File: src/hw/rtl/tsfq_pkg.sv
package tsfq_pkg;

    localparam int unsigned WORD_W   = 32;
    localparam int unsigned COUNT_W  = 5;
    localparam int unsigned STATUS_W = 2;

    localparam logic CMD_PUSH = 1'b0;
    localparam logic CMD_POP  = 1'b1;

    localparam logic [STATUS_W-1:0] STATUS_OK        = 2'd0;
    localparam logic [STATUS_W-1:0] STATUS_UNDERFLOW = 2'd1;
    localparam logic [STATUS_W-1:0] STATUS_OVERFLOW  = 2'd2;

    // controller -> datapath
    typedef struct packed {
        logic                push_arr;   // write value on arrival stack
        logic                push_dep0;  // write value at departure bottom
        logic                pop_dep;    // drop departure top
        logic                front_dep;  // load front from departure read
        logic                xfer_rd;    // take arrival top (read issued)
        logic                xfer_wr;    // write moved word on departure
        logic                st_we;
        logic [STATUS_W-1:0] st;
    } cmd_t;

    // datapath -> controller
    typedef struct packed {
        logic dep_empty;
        logic dep_one;
        logic arr_empty;
        logic q_empty;
        logic full;
    } sts_t;

endpackage

File: src/hw/rtl/tsfq_ram.sv
module tsfq_ram #(
    parameter int unsigned WIDTH = 32,
    parameter int unsigned DEPTH = 16
) (
    input  logic                     clk,
    input  logic                     we,
    input  logic [$clog2(DEPTH)-1:0] waddr,
    input  logic [WIDTH-1:0]         wdata,
    input  logic [$clog2(DEPTH)-1:0] raddr,
    output logic [WIDTH-1:0]         rdata
);

    logic [WIDTH-1:0] mem [DEPTH];
    logic [WIDTH-1:0] rdata_reg;

    always_ff @(posedge clk)
    begin
        if (we)
        begin
            mem[waddr] <= wdata;
        end
        rdata_reg <= mem[raddr];
    end

    assign rdata = rdata_reg;

endmodule

File: src/hw/rtl/tsfq_ctrl.sv
module tsfq_ctrl (
    input  logic           clk,
    input  logic           rst_n,
    input  logic           start,
    input  logic           command,
    input  tsfq_pkg::sts_t sts,
    output tsfq_pkg::cmd_t cmd,
    output logic           busy,
    output logic           done
);

    import tsfq_pkg::*;

    localparam logic [1:0] S_IDLE  = 2'd0;
    localparam logic [1:0] S_XRD   = 2'd1;
    localparam logic [1:0] S_XWR   = 2'd2;
    localparam logic [1:0] S_FRONT = 2'd3;

    logic [1:0] state_reg, state_next;
    logic       done_reg, done_next;

    always_comb
    begin
        state_next = state_reg;
        done_next  = 1'b0;
        cmd        = '0;
        case (state_reg)
            S_IDLE:
            begin
                if (start)
                begin
                    if (command == CMD_PUSH)
                    begin
                        done_next = 1'b1;
                        cmd.st_we = 1'b1;
                        if (sts.full)
                        begin
                            cmd.st = STATUS_OVERFLOW;
                        end
                        else if (sts.dep_empty)
                        begin
                            cmd.st        = STATUS_OK;
                            cmd.push_dep0 = 1'b1;
                        end
                        else
                        begin
                            cmd.st       = STATUS_OK;
                            cmd.push_arr = 1'b1;
                        end
                    end
                    else
                    begin
                        cmd.st_we = 1'b1;
                        if (sts.q_empty)
                        begin
                            cmd.st    = STATUS_UNDERFLOW;
                            done_next = 1'b1;
                        end
                        else
                        begin
                            cmd.st      = STATUS_OK;
                            cmd.pop_dep = 1'b1;
                            if (!sts.dep_one)
                            begin
                                state_next = S_FRONT;   // read new top
                            end
                            else if (!sts.arr_empty)
                            begin
                                state_next = S_XRD;     // refill departure
                            end
                            else
                            begin
                                done_next = 1'b1;
                            end
                        end
                    end
                end
            end
            S_XRD:
            begin
                cmd.xfer_rd = 1'b1;
                state_next  = S_XWR;
            end
            S_XWR:
            begin
                cmd.xfer_wr = 1'b1;
                if (sts.arr_empty)
                begin
                    state_next = S_IDLE;
                    done_next  = 1'b1;
                end
                else
                begin
                    state_next = S_XRD;
                end
            end
            S_FRONT:
            begin
                cmd.front_dep = 1'b1;
                state_next    = S_IDLE;
                done_next     = 1'b1;
            end
            default:
            begin
                state_next = S_IDLE;
            end
        endcase
    end

    always_ff @(posedge clk or negedge rst_n)
    begin
        if (!rst_n)
        begin
            state_reg <= S_IDLE;
            done_reg  <= 1'b0;
        end
        else
        begin
            state_reg <= state_next;
            done_reg  <= done_next;
        end
    end

    assign busy = (state_reg != S_IDLE);
    assign done = done_reg;

endmodule

File: src/hw/rtl/tsfq_dpath.sv
module tsfq_dpath #(
    parameter int unsigned CAPACITY = 16
) (
    input  logic                              clk,
    input  logic                              rst_n,
    input  tsfq_pkg::cmd_t                    cmd,
    input  logic signed [tsfq_pkg::WORD_W-1:0] value,
    output tsfq_pkg::sts_t                    sts,
    output logic signed [tsfq_pkg::WORD_W-1:0] front_word,
    output logic                              not_empty,
    output logic [tsfq_pkg::COUNT_W-1:0]      word_count,
    output logic [tsfq_pkg::STATUS_W-1:0]     status
);

    import tsfq_pkg::*;

    localparam int unsigned ADDR_W = $clog2(CAPACITY);
    localparam int unsigned CNT_W  = $clog2(CAPACITY + 1);

    logic [CNT_W-1:0]    arr_top_reg, arr_top_next;
    logic [CNT_W-1:0]    dep_top_reg, dep_top_next;
    logic [CNT_W-1:0]    total;
    logic [WORD_W-1:0]   front_reg, front_next;
    logic [STATUS_W-1:0] status_reg, status_next;

    logic                arr_we;
    logic [ADDR_W-1:0]   arr_waddr, arr_raddr;
    logic [WORD_W-1:0]   arr_rdata;
    logic                dep_we;
    logic [ADDR_W-1:0]   dep_waddr, dep_raddr;
    logic [WORD_W-1:0]   dep_wdata, dep_rdata;

    assign total = arr_top_reg + dep_top_reg;

    assign sts.dep_empty = (dep_top_reg == '0);
    assign sts.dep_one   = (dep_top_reg == CNT_W'(1));
    assign sts.arr_empty = (arr_top_reg == '0);
    assign sts.q_empty   = (total == '0);
    assign sts.full      = (total >= CNT_W'(CAPACITY));

    // arrival: push at top, transfer reads top-1
    assign arr_we    = cmd.push_arr;
    assign arr_waddr = arr_top_reg[ADDR_W-1:0];
    assign arr_raddr = ADDR_W'(arr_top_reg - CNT_W'(1));

    // departure: pop exposes top-2 as the new front
    assign dep_we    = cmd.push_dep0 | cmd.xfer_wr;
    assign dep_waddr = cmd.push_dep0 ? '0 : dep_top_reg[ADDR_W-1:0];
    assign dep_wdata = cmd.push_dep0 ? value : arr_rdata;
    assign dep_raddr = ADDR_W'(dep_top_reg - CNT_W'(2));

    tsfq_ram #(
        .WIDTH (WORD_W),
        .DEPTH (CAPACITY)
    ) u_arr_ram (
        .clk   (clk),
        .we    (arr_we),
        .waddr (arr_waddr),
        .wdata (value),
        .raddr (arr_raddr),
        .rdata (arr_rdata)
    );

    tsfq_ram #(
        .WIDTH (WORD_W),
        .DEPTH (CAPACITY)
    ) u_dep_ram (
        .clk   (clk),
        .we    (dep_we),
        .waddr (dep_waddr),
        .wdata (dep_wdata),
        .raddr (dep_raddr),
        .rdata (dep_rdata)
    );

    always_comb
    begin
        arr_top_next = arr_top_reg;
        dep_top_next = dep_top_reg;
        front_next   = front_reg;
        status_next  = status_reg;
        if (cmd.st_we)
        begin
            status_next = cmd.st;
        end
        if (cmd.push_arr)
        begin
            arr_top_next = arr_top_reg + CNT_W'(1);
        end
        if (cmd.push_dep0)
        begin
            dep_top_next = CNT_W'(1);
            front_next   = value;
        end
        if (cmd.pop_dep)
        begin
            dep_top_next = dep_top_reg - CNT_W'(1);
        end
        if (cmd.front_dep)
        begin
            front_next = dep_rdata;
        end
        if (cmd.xfer_rd)
        begin
            arr_top_next = arr_top_reg - CNT_W'(1);
        end
        if (cmd.xfer_wr)
        begin
            dep_top_next = dep_top_reg + CNT_W'(1);
            front_next   = arr_rdata;   // last word moved is the oldest
        end
    end

    always_ff @(posedge clk or negedge rst_n)
    begin
        if (!rst_n)
        begin
            arr_top_reg <= '0;
            dep_top_reg <= '0;
        end
        else
        begin
            arr_top_reg <= arr_top_next;
            dep_top_reg <= dep_top_next;
        end
    end

    always_ff @(posedge clk)
    begin
        front_reg  <= front_next;
        status_reg <= status_next;
    end

    assign front_word = sts.dep_empty ? '0 : signed'(front_reg);
    assign not_empty  = !sts.q_empty;
    assign word_count = COUNT_W'(total);
    assign status     = status_reg;

endmodule

File: src/hw/rtl/two_stack_fifo_queue.sv
// FIFO queue of 32-bit signed words built from two stacks in RAM.
// Command channel: drive command (0 push value, 1 pop) and value with start
// high; the beat is taken on a rising edge where start is high and busy low.
// Result channel: done pulses for one cycle; front_word, not_empty,
// word_count and status hold the result during that cycle. The receiver
// cannot stall, so the result must be sampled on that edge.
// Path from accept to done:
//   push, overflow, underflow, pop leaving the last word: straight from idle
//   pop with words left on the departure stack: via the front state (RAM
//   read of the new front)
//   pop that empties the departure stack: N words moved from the arrival
//   stack, each by a read state then a write state.
// A new command may be accepted in the cycle done is high. Each word moves
// between the stacks at most once. A push into an empty queue goes straight
// to the departure stack. Reset clears both stack pointers; the RAM contents
// need no clearing, as only entries below a pointer are ever read.
// front_word is zero when empty.
module two_stack_fifo_queue #(
    parameter int unsigned CAPACITY = 16
) (
    input  logic                               clk,
    input  logic                               rst_n,
    input  logic                               start,
    output logic                               busy,
    input  logic                               command,
    input  logic signed [tsfq_pkg::WORD_W-1:0]  value,
    output logic                               done,
    output logic signed [tsfq_pkg::WORD_W-1:0]  front_word,
    output logic                               not_empty,
    output logic [tsfq_pkg::COUNT_W-1:0]       word_count,
    output logic [tsfq_pkg::STATUS_W-1:0]      status
);

    import tsfq_pkg::*;

    cmd_t cmd;   // controller commands to the datapath
    sts_t sts;   // pointer status back to the controller

    tsfq_ctrl u_ctrl (
        .clk     (clk),
        .rst_n   (rst_n),
        .start   (start),
        .command (command),
        .sts     (sts),
        .cmd     (cmd),
        .busy    (busy),
        .done    (done)
    );

    // Stack RAMs, pointers, front word and status register.
    tsfq_dpath #(
        .CAPACITY (CAPACITY)
    ) u_dpath (
        .clk        (clk),
        .rst_n      (rst_n),
        .cmd        (cmd),
        .value      (value),
        .sts        (sts),
        .front_word (front_word),
        .not_empty  (not_empty),
        .word_count (word_count),
        .status     (status)
    );

endmodule

File: config.mk
export PLATFORM = sky130hd
export DESIGN_NAME = two_stack_fifo_queue
export DESIGN_NICKNAME = d
export VERILOG_FILES = /design/src/hw/rtl/tsfq_pkg.sv /design/src/hw/rtl/tsfq_ram.sv /design/src/hw/rtl/tsfq_ctrl.sv /design/src/hw/rtl/tsfq_dpath.sv /design/src/hw/rtl/two_stack_fifo_queue.sv
export SDC_FILE = /design/constraint.sdc
export NUM_CORES = 1
export LEC_CHECK = 0
export ABC_CLOCK_PERIOD_IN_PS = 6100
export BUFFER_PORTS_ARGS = -buffer_cell sky130_fd_sc_hd__buf_4
export CORE_UTILIZATION = 42
export CTS_CLUSTER_DIAMETER = 100
export DETAILED_ROUTE_END_ITERATION = 12
export GPL_TIMING_DRIVEN = 0
export PLACE_DENSITY_LB_ADDON = 0.2
export REMOVE_ABC_BUFFERS = 1
export SETUP_SLACK_MARGIN = 0.3
export SYNTH_ARGS = -nofsm -noshare
export SYNTH_HDL_FRONTEND = slang
export SYNTH_SLANG_ARGS = --single-unit
export TNS_END_PERCENT = 30
File: constraint.sdc
create_clock -name clk -period 6.1 [get_ports clk]
set_input_delay 0.61 -clock clk [delete_from_list [all_inputs] [get_ports clk]]
set_output_delay 0.61 -clock clk [all_outputs]
set_load 0.02 [all_outputs]
==> impl_results.md, run 1 <==
- Root buf cell: clkbuf_16
- Placed cell areas: between 40000 and 50000 um2
- Placed cell count: 3280
- Post-route cell area: 50700 um2
- EDFF count, synth: between 1k and 1.5k
- Asr flop ratio synth: between 1 and 1.5%
- VDD IR max: 0.287 mV
- Fmax: 0.208 GHz
- Initial antenna violation count: 4
- Share of cells above drive strength 1: 33.2%
- Clk buf depth: 3
- Remaining antenna violation count: 0
- Average cell area after synthesis: 23.2 um2
- Die Height: between 300 and 400 um
- Synth unique cells: between 40 and 50
- CP max-delay cell: dfrtp_4
- Hold/Removal Path Class: input port to flop
- Critical path's top delay family: simple AND/OR/NAND/NOR gates
- Overflow left after global routing: 0
- Largest family of logic cells by synthesized area: multiplexers
- First-pass GRT wire length: 139000 um
- Adder-cell share of the synthesized area: less than 1%
- Pin count of the biggest net entering global routing: ~50
- Final period utilization: 79.0%
- CTS clk-pin slew, worst paths: approximately 60 ps
- Nets: 2078
- Post-Synth XOR/XNOR Area: 0.302%
- Worst slew pin tran: 994 ps
- CP cell instances: buf_16, ha_1, inv_1, fa_1, nand2b_1, a21oi_1, xnor2_2, inv_2, nor3_1, nand2_1, nor2_4, buf_12
- Routed vias: 19.3k
- Synth Area in Simple Gates: 1.73%
- Pwr dens: 506 nW/um2
- DR vias/cell: 5.53
- Multi-input logic area: 9580 um2
- Post-layout util: 49.8%
- RePlAce Congestion: 0.762
- Chip width: 322 um
- Int Pwr: between 0.015 and 0.02 W
- Total track usage: 18.8%
- Clock Sinks: 1135
- Max-slew violations: 0
- Port Buffer Count: 77
- Drt initial violations: 1764
- CTS tree: yes
- Crit path DAT: 5170 ps
- P_sw: 0.00740 W
- DR pass1 iterations: 5
- Worst Path Buf+Inv: 4
- Power share of the combinational group: between 30 and 40%
- Hpwl dp: a little over 60000 um
- Netlist Area Pre-Place: 43100 um2
- Skew-Pair Late Insertion Delay: between 600 and 700 ps
- Max-cap violations: 0
- Die area: 104000 um2
- Commonest cells after routing, fill and taps aside: edfxtp_1, mux4_2, clkbuf_16, buf_4, dfxtp_1
- Non-filler cells, final: roughly 3.5k
- Final Hold Viols: 0
- Top Registers: u_dpath.u_arr_ram.mem (512), u_dpath.u_dep_ram.mem (512)
- Primary FF master, synth: edfxtp_1
- Filler cells: 7959
- CP peak stage delay: 750 ps
- Hold_ws: between 200 and 250 ps
- Placement Rows: 117
- Startpoint type of the worst setup path: flop
- Area grow syn2layout: 17.5%
- Crit path time final: roughly 4800 ps
- Post-CTS sizing: 0
- Most common cell after layout, fill and taps aside: edfxtp_1
- Vias in the first global route: 20.2k
- Flops & latches, synth: between 1k and 1.5k
- Clk_skew: 13.5 ps
- CP Data Required Time: 6460 ps
- Relative slew margins: 33.4%
- Final setup fails: 0
- Starting Density: 42.4%
- Post-synthesis compound-gate area fraction: 0.699%
- DR DRC count: 0
- TritonCTS buffer count: 110
- Switching Share: between 20% and 30%
- Crit Path Max Fanout: 39
- WS Path Type: flop to flop
- P_leak: 16.2 nW
- Cells after synthesis: 1861
- Register Area: between 30000 and 40000 um2
- # IOs: 78
- WL per Instance: about 28 um
- CORE AREA: ~100000 um2
- Routed WL: around 96000 um
- Max H-tree Level: 3
- Seq pwr share: about two fifths
- RSZ-0062 raised after global routing: no
- Crit. End Element: flop
- Part of the power in the clock network: between 20 and 30%
- Outcome: complete, no violations
- Mux contribution to synthesized area: 18.3%
- Seq/Total Area, Yosys: 77.4%
- Total Power: 0.0256 W
- Ys Warns: 0
repair_timing:
item / in CTS / in global routing
hold buffers: 1 / 0
endpoints found under the hold margin: 13 / 0
buffers inserted: 0 / 0
worst register-to-register path, cell delays in order, from the launching register on:
cell      delay, ps
dfrtp_4         750
buf_16          320
ha_1            260
inv_1            70
fa_1            410
nand2b_1        160
a21oi_1         220
xnor2_2         170
inv_2            90
nor3_1          620
nand2_1         420
nor2_4          700
buf_12          280
area by class of cell:
class	count	area share (%)
timing repair buffer	150	4.21
clock inverter	66	1.45
antenna	1	0.00494
clock buffer	144	6.07
inverter	10	0.0741
tap	1368	3.38
multi-input combinational	618	18.9
sequential	1135	65.9
logic make-up after synthesis:
kind of cell,count (synthesis)
DFF,1135
muxes,384
and+or+nand+nor,151
adders and majority gates,17
xor gates and xnor gates,14
AOI/OAI and AO/OA,52
buffers and inverters,108
worst paths after layout:
check | slack, ps | cells after the start | start | to
min in group asynchronous | 330 | 2 | rst_n | u_ctrl.done
worst max-delay path | 1280 | 12 | u_dpath.arr_top_reg[0] | u_dpath.u_arr_ram.mem[13][2]
worst min-delay path | 240 | 3 | command | u_ctrl.state_reg[0]
worst max register to register | 1280 | 12 | u_dpath.arr_top_reg[0] | u_dpath.u_arr_ram.mem[13][2]
worst min register to register | 540 | 1 | u_dpath.arr_top_reg[4] | u_dpath.arr_top_reg[4]
max in group asynchronous | 5560 | 2 | rst_n | u_dpath.dep_top_reg[0]
synthesized netlist by cell type, types with 2 or more instances:
cell      number  area [um2]
nor3b_1        2        15.0
a31oi_1        3        18.8
edfxtp_1    1058       31800
and3_1         3        18.8
mux2_1        26         293
a21o_1         2        15.0
nor2b_1       34         213
nand2b_1       9        56.3
ha_1          16         200
mux2i_1       32         320
nor2_1        73         274
buf_2         27         135
dfrtp_1       13         325
buf_1          9        33.8
nand2_1       15        56.3
or2_2          2        12.5
xor2_1         4        35.0
nand3_1        4        20.0
a32oi_1        3        26.3
a21oi_1       35         175
inv_1          9        33.8
dfxtp_1       64        1280
xnor2_1        9        78.8
clkbuf_1      61         229
nor3_1         2        10.0
mux4_2       320        7210
mux2_2         6        67.6
through the flow:
| stage | worst slack, ps | setup TNS [ps] |
|---|---|---|
| 4_1_cts | 1160 | 0 |
| 2_1_floorplan | -3660 | -3646350 |
| 3_3_place_gp | -10010 | - |
| 6_report | 1280 | 0 |
| 3_5_place_dp | 1170 | 0 |
| 5_1_grt | 886 | 0 |
layer usage:
metal | part of all wire [%] | vias to the layer above | global-route usage (%)
li1 | - | 8170 | -
met1 | 41 | 10519 | 24.6
met2 | 53 | 491 | 32.9
met3 | 4.7 | 130 | 2.57
met4 | 2.0 | 4 | 5.42
met5 | 0.025 | - | 0
power groups by stage:
stage | combinational [W] | clock (W) | sequential, W
2_1_floorplan | 0.00573 | 0 | 0.0109
3_3_place_gp | 0.00715 | 0 | 0.0113
3_5_place_dp | 0.00808 | 0 | 0.0108
4_1_cts | 0.00811 | 0.00718 | 0.0106
5_1_grt | 0.00850 | 0.00747 | 0.0107
6_report | 0.00799 | 0.00705 | 0.0106
Power figures use the tool's default switching activity.
==> run 2, diff against run 1 <==
--- a/config.mk
+++ b/config.mk
@@ -5,7 +5,7 @@
 export SDC_FILE = /design/constraint.sdc
 export NUM_CORES = 1
 export LEC_CHECK = 0
-export ABC_CLOCK_PERIOD_IN_PS = 6100
+export ABC_CLOCK_PERIOD_IN_PS = 3960
 export BUFFER_PORTS_ARGS = -buffer_cell sky130_fd_sc_hd__buf_4
 export CORE_UTILIZATION = 42
 export CTS_CLUSTER_DIAMETER = 100
==> constraint.sdc (replaced) <==
create_clock -name clk -period 3.96 [get_ports clk]
set_input_delay 0.396 -clock clk [delete_from_list [all_inputs] [get_ports clk]]
set_output_delay 0.396 -clock clk [all_outputs]
set_load 0.02 [all_outputs]
==> run 2 against run 1 <==
Compared with the run above:
- routed wire length is 2.5% higher
- final area is 1.2% higher
- first-iteration DRC count is 3.9% lower
- power is 56% higher
- clock power is 55% higher
- sequential cell count stayed put
- register-to-register slack worse by 890 ps
- non-clock buffer count is 44 higher
- die area stayed put
- largest cell class unchanged
- largest power group unchanged
- highest routed layer unchanged
==> impl_results.md, run 2 (synthesized netlist as in run 1, its figures left out) <==
- Outcome: complete, no violations
- Top Registers: u_dpath.u_arr_ram.mem (512), u_dpath.u_dep_ram.mem (512)
- Worst slew pin tran: 965 ps
- Pin count of the biggest net entering global routing: 47
- CTS tree: yes
- R2R Path Start: u_dpath.arr_top_reg[0]
- Reg2reg end: u_dpath.u_arr_ram.mem[3][13]
- Chip width: 322 um
- Max-slew violations: 0
- Total Power: between 0.03 and 0.04 W
- Share of cells above drive strength 1: 34.5%
- CP peak stage delay: 440 ps
- Commonest cells after routing, fill and taps aside: edfxtp_1, mux4_2, clkbuf_16, buf_4, dfxtp_1
- Crit path DAT: roughly 3200 ps
- Root buf cell: clkbuf_16
- Hold_ws: 39.0 ps
- Vias in the first global route: 20.4k
- Overflow left after global routing: 0
- Final Hold Viols: 0
- RePlAce Congestion: 0.762
- Worst Path Buf+Inv: 4
- Placement Rows: about 120
- Clock Sinks: 1135
- Die area: 104000 um2
- Die Height: 322 um
- Port Buffer Count: 77
- Drt initial violations: 1695
- CP max-delay cell: dfrtp_4
- Hold-critical path depth: 1
- Routed WL: 98600 um
- Relative slew margins: 35.3%
- Initial antenna violation count: 5
- CP Depth: 10
- CP Data Required Time: 3560 ps
- DR pass1 iterations: 5
- Hpwl dp: about 62000 um
- CP endpoint: not_empty
- R2r setup slk: 390 ps
- DR vias/cell: approximately 5.5
- VDD IR max: 0.448 mV
- Max-cap violations: 0
- Crit. End Element: primary output
- Crit Path Max Fanout: 10
- CORE AREA: 102000 um2
- Area grow syn2layout: 18.9%
- Startpoint type of the worst setup path: flop
- Remaining antenna violation count: 0
- Most common cell after layout, fill and taps aside: edfxtp_1
- Hold_sp: value[25]
- Total track usage: 19.3%
- Final period utilization: 90.8%
- Post-layout util: 50.4%
- Pwr dens: 779 nW/um2
- First-pass GRT wire length: about 140000 um
- Placed cell areas: 46800 um2
- CTS clk-pin slew, worst paths: ~60 ps
- # IOs: 78
- Post-route cell area: just over 50000 um2
- WL per Instance: between 20 and 30 um
- P_leak: 16.5 nW
- Hold/Removal Path Class: input port to flop
- Critical path's top delay family: simple AND/OR/NAND/NOR gates
- Skew-Pair Late Insertion Delay: 670 ps
- RSZ-0062 raised after global routing: yes
- Fmax: 0.278 GHz
- DR DRC count: 0
- Clk buf depth: 3
- Nets: 2122
- Critical path launch point: u_dpath.arr_top_reg[0]
- Routed vias: about 20k
- Starting Density: between 40 and 50%
- R2R cell count: 11
- WS Path Type: flop to primary output
- Clk_skew: ~13 ps
- Crit path time final: 3590 ps
- Final setup fails: 0
- TritonCTS buffer count: 110
- CP cell instances: buf_16, ha_1, inv_1, fa_1, nand2b_1, a21oi_2, xnor2_2, inv_2, or4_4, buf_4
- Max H-tree Level: 3
==> run 2: cell types whose count changed in the layout (fill, tap and decap cells not counted), moves of 2 or more <==
cell           before  now
buf_12             37   46
dlygate4sd3_1       1    5
buf_4              77  102
bufbuf_16           0    4
diode_2             1    3
==> run 2: per-stage QoR <==
| step | setup WS (ps) | instances | setup TNS [ps] |
|---|---|---|---|
| global placement | -12150 | 3208 | - |
| finish | 365 | 3538 | 0 |
| detailed placement | -971 | 3280 | -558840 |
| floorplan | -5800 | 1763 | -7244120 |
| CTS | 332 | 3535 | 0 |
| global route | 261 | 3537 | 0 |
==> run 2: final cells by class <==
cell class | count | area, um2
antenna | 3 | 7.51
clock buffer | 144 | 3080
clock inverter | 66 | 733
fill | 7900 | 50500
inverter | 10 | 41.3
multi-input combinational | 618 | 9600
sequential | 1135 | 33400
tap | 1368 | 1710
timing repair buffer | 194 | 2720
==> run 2: worst min-delay path by stage <==
stage	endpoint	slack, ps
6_report	u_dpath.u_arr_ram.mem[12][25]	40
5_1_grt	u_dpath.u_arr_ram.mem[15][25]	30
4_1_cts	u_dpath.u_arr_ram.mem[9][25]	5
3_5_place_dp	u_ctrl.done	260
3_3_place_gp	u_ctrl.done	260
2_1_floorplan	u_ctrl.done	100
==> run 2: timing repair <==
item,in CTS,in global routing
endpoints found under the hold margin,19,0
setup buffers,36,0
hold buffers,5,0
resized for setup,3,1
pin swaps,17,0
gates cloned,4,0
setup endpoints to repair,1125,54
==> run 2: per-layer routing <==
layer	GRT usage [%]	wire, um	part of all wire [%]
met5	0	19	0.019
met2	34.0	52300	53
met3	2.60	4830	4.9
met1	24.8	39200	40
met4	5.95	2320	2.4
==> run 2: power breakdown <==
group	internal [W]	switching (W)	leakage, nW	total (W)
registers	0.0154	0.000748	10.2	0.0162
clock network	0.00645	0.00441	1.88	0.0109
logic	0.00652	0.00640	4.46	0.0129
total	0.0284	0.0115	16.5	0.0399
==> run 3, diff against run 2 <==
--- a/config.mk
+++ b/config.mk
@@ -7,6 +7,7 @@
 export LEC_CHECK = 0
 export ABC_CLOCK_PERIOD_IN_PS = 3960
 export BUFFER_PORTS_ARGS = -buffer_cell sky130_fd_sc_hd__buf_4
+export CORE_MARGIN = 4
 export CORE_UTILIZATION = 42
 export CTS_CLUSTER_DIAMETER = 100
 export DETAILED_ROUTE_END_ITERATION = 12
==> run 3 against run 2 <==
Compared with the run above:
- power is 0.40% lower
- global-route usage decreased by 0.88 points
- clock power hardly changed
- final area shrank 0.45%
- critical path depth decreased by 2
- sequential share of layout area rose by 0.30 points
- clock skew increased by 9.7 ps
- routed wire length up 0.28%
- highest routed layer is now met4
- final cell count fell by 0.48%
- combinational power about the same
==> impl_results.md, run 3 (synthesized netlist as in run 1, its figures left out) <==
- Die area: approximately 110000 um2
- WS Path Type: flop to primary output
- Vias in the first global route: 20.3k
- Outcome: complete, no violations
- Crit. End Element: primary output
- Final Hold Viols: 0
- Placement Rows: around 120
- Skew-Pair Late Insertion Delay: 670 ps
- Area grow syn2layout: 18.4%
- Clock Sinks: 1135
- Routed vias: 19.4k
- CP Data Required Time: 3560 ps
- Pin count of the biggest net entering global routing: 75
- Max-cap violations: 0
- CTS tree: yes
- Total Power: 0.0398 W
- VDD IR max: 0.528 mV
- Top Registers: u_dpath.u_arr_ram.mem (512), u_dpath.u_dep_ram.mem (512)
- Filler cells: 7998
- Routed WL: approximately 100000 um
- Clk buf depth: 3
- Pwr dens: 779 nW/um2
- Max-slew violations: 0
- Clk_skew: between 20 and 25 ps
- Chip width: between 300 and 400 um
- DR DRC count: 0
- Hold/Removal Path Class: input port to flop
- TritonCTS buffer count: 111
- Worst slew pin tran: 925 ps
- Nets: 2105
- DR vias/cell: 5.52
- Register Area: 33400 um2
- Root buf cell: clkbuf_16
- R2R Path Start: u_dpath.dep_top_reg[3]
- P_leak: ~16 nW
- Starting Density: 42.3%
- Total track usage: 18.4%
- Worst slack at placement: -818 ps
- Critical path launch point: u_dpath.arr_top_reg[1]
- DR pass1 iterations: 7
- Commonest cells after routing, fill and taps aside: edfxtp_1, mux4_2, clkbuf_16, buf_4, dfxtp_1
- Final setup fails: 0
- Share of cells above drive strength 1: approximately 34%
- Overflow left after global routing: 0
- Relative slew margins: 38.3%
- Die Height: 328 um
- Crit path DAT: roughly 3300 ps
- # IOs: 78
- Final period utilization: 92.8%
- Most common cell after layout, fill and taps aside: edfxtp_1
- RePlAce Congestion: approximately 0.75
- Hpwl dp: about 60000 um
- Setup ws final: between 200 and 300 ps
- Fmax: 0.272 GHz
- Multi-input logic area: ~9600 um2
- Initial antenna violation count: 5
- Drt initial violations: 1902
- Max H-tree Level: 3
- RSZ-0062 raised after global routing: yes
- CTS clk-pin slew, worst paths: 70 ps
- Remaining antenna violation count: 0
- Hold_sp: value[5]
- Startpoint type of the worst setup path: flop
- Crit Path Max Fanout: 11
- Hold_ws: 46.2 ps
- First-pass GRT wire length: between 100000 and 150000 um
- Crit path time final: 3680 ps
- CORE AREA: roughly 100000 um2
- WL per Instance: 28.1 um
- Port Buffer Count: 77
-- run 3: cell types whose count changed in the layout (fill, tap and decap cells not counted), moves of 4 or more --
cell       delta
buf_4         -9
clkinv_2     -10
clkbuf_1      +4
buf_16        -4
buf_8         -4
bufbuf_16     -4
clkbuf_8     +11
buf_12        +5
-- run 3: metal layers --
layer / GRT usage, % / wire (um) / up-vias / part of all wire [%]
met5: 0 / 0 / - / 0
met4: 4.30 / 1800 / 0 / 1.8
met3: 3.00 / 5520 / 123 / 5.6
met2: 32.1 / 51700 / 540 / 52
met1: 24.5 / 39900 / 10561 / 40
li1: - / - / 8208 / -
-- run 3: layout make-up --
cell class / count / area share [%]
Sequential cell: 1135 / 65.4
Antenna cell: 5 / 0.0245
Multi-Input combinational cell: 618 / 18.8
Inverter: 10 / 0.0735
Clock inverter: 51 / 1.28
Tap cell: 1368 / 3.35
Timing Repair Buffer: 176 / 4.76
Clock buffer: 158 / 6.31
-- run 3: through the flow --
step	instances	instance area [um2]	utilization (%)	TNS, ps
finish	3521	51000	50.1	0
global route	3518	51000	50.1	0
CTS	3516	51000	50.1	0
detailed placement	3268	46600	45.7	-450080
global placement	3208	45000	44.2	-
floorplan	1763	42700	-	-7244120
-- run 3: power breakdown --
part / total, W / switching, W / leakage [nW] / internal (W)
Combinational: 0.0126 / 0.00628 / 4.30 / 0.00631
Sequential: 0.0162 / 0.000782 / 10.2 / 0.0154
Clock: 0.0110 / 0.00436 / 1.91 / 0.00662
Total: 0.0398 / 0.0114 / 16.4 / 0.0283
-- run 3: final timing paths --
path	endpoint	slack [ps]	cells after the start
min in group asynchronous	u_ctrl.done	110	2
worst min register to register	u_dpath.arr_top_reg[4]	530	1
worst min-delay path	u_dpath.u_arr_ram.mem[3][5]	50	1
max in group asynchronous	u_dpath.dep_top_reg[0]	3650	2
worst max-delay path	not_empty	280	8
worst max register to register	u_dpath.u_dep_ram.mem[8][18]	320	8
-- run 3: critical path: stages (launching register included) --
cell and delay (ps):
dfrtp_1 490, inv_1 200, fa_1 460, nand2b_1 160, a21oi_1 210, xnor2_2 170
inv_2 100, or4_4 630, buf_4 200
-- run 3: timing repair --
action                                  in CTS  in global routing
endpoints found under the hold margin       45                  0
endpoints found under the setup margin    1105                587
buffers inserted                            36                  0
hold buffers                                 3                  0
resized for setup                            0                  1
pin swaps                                   17                  0
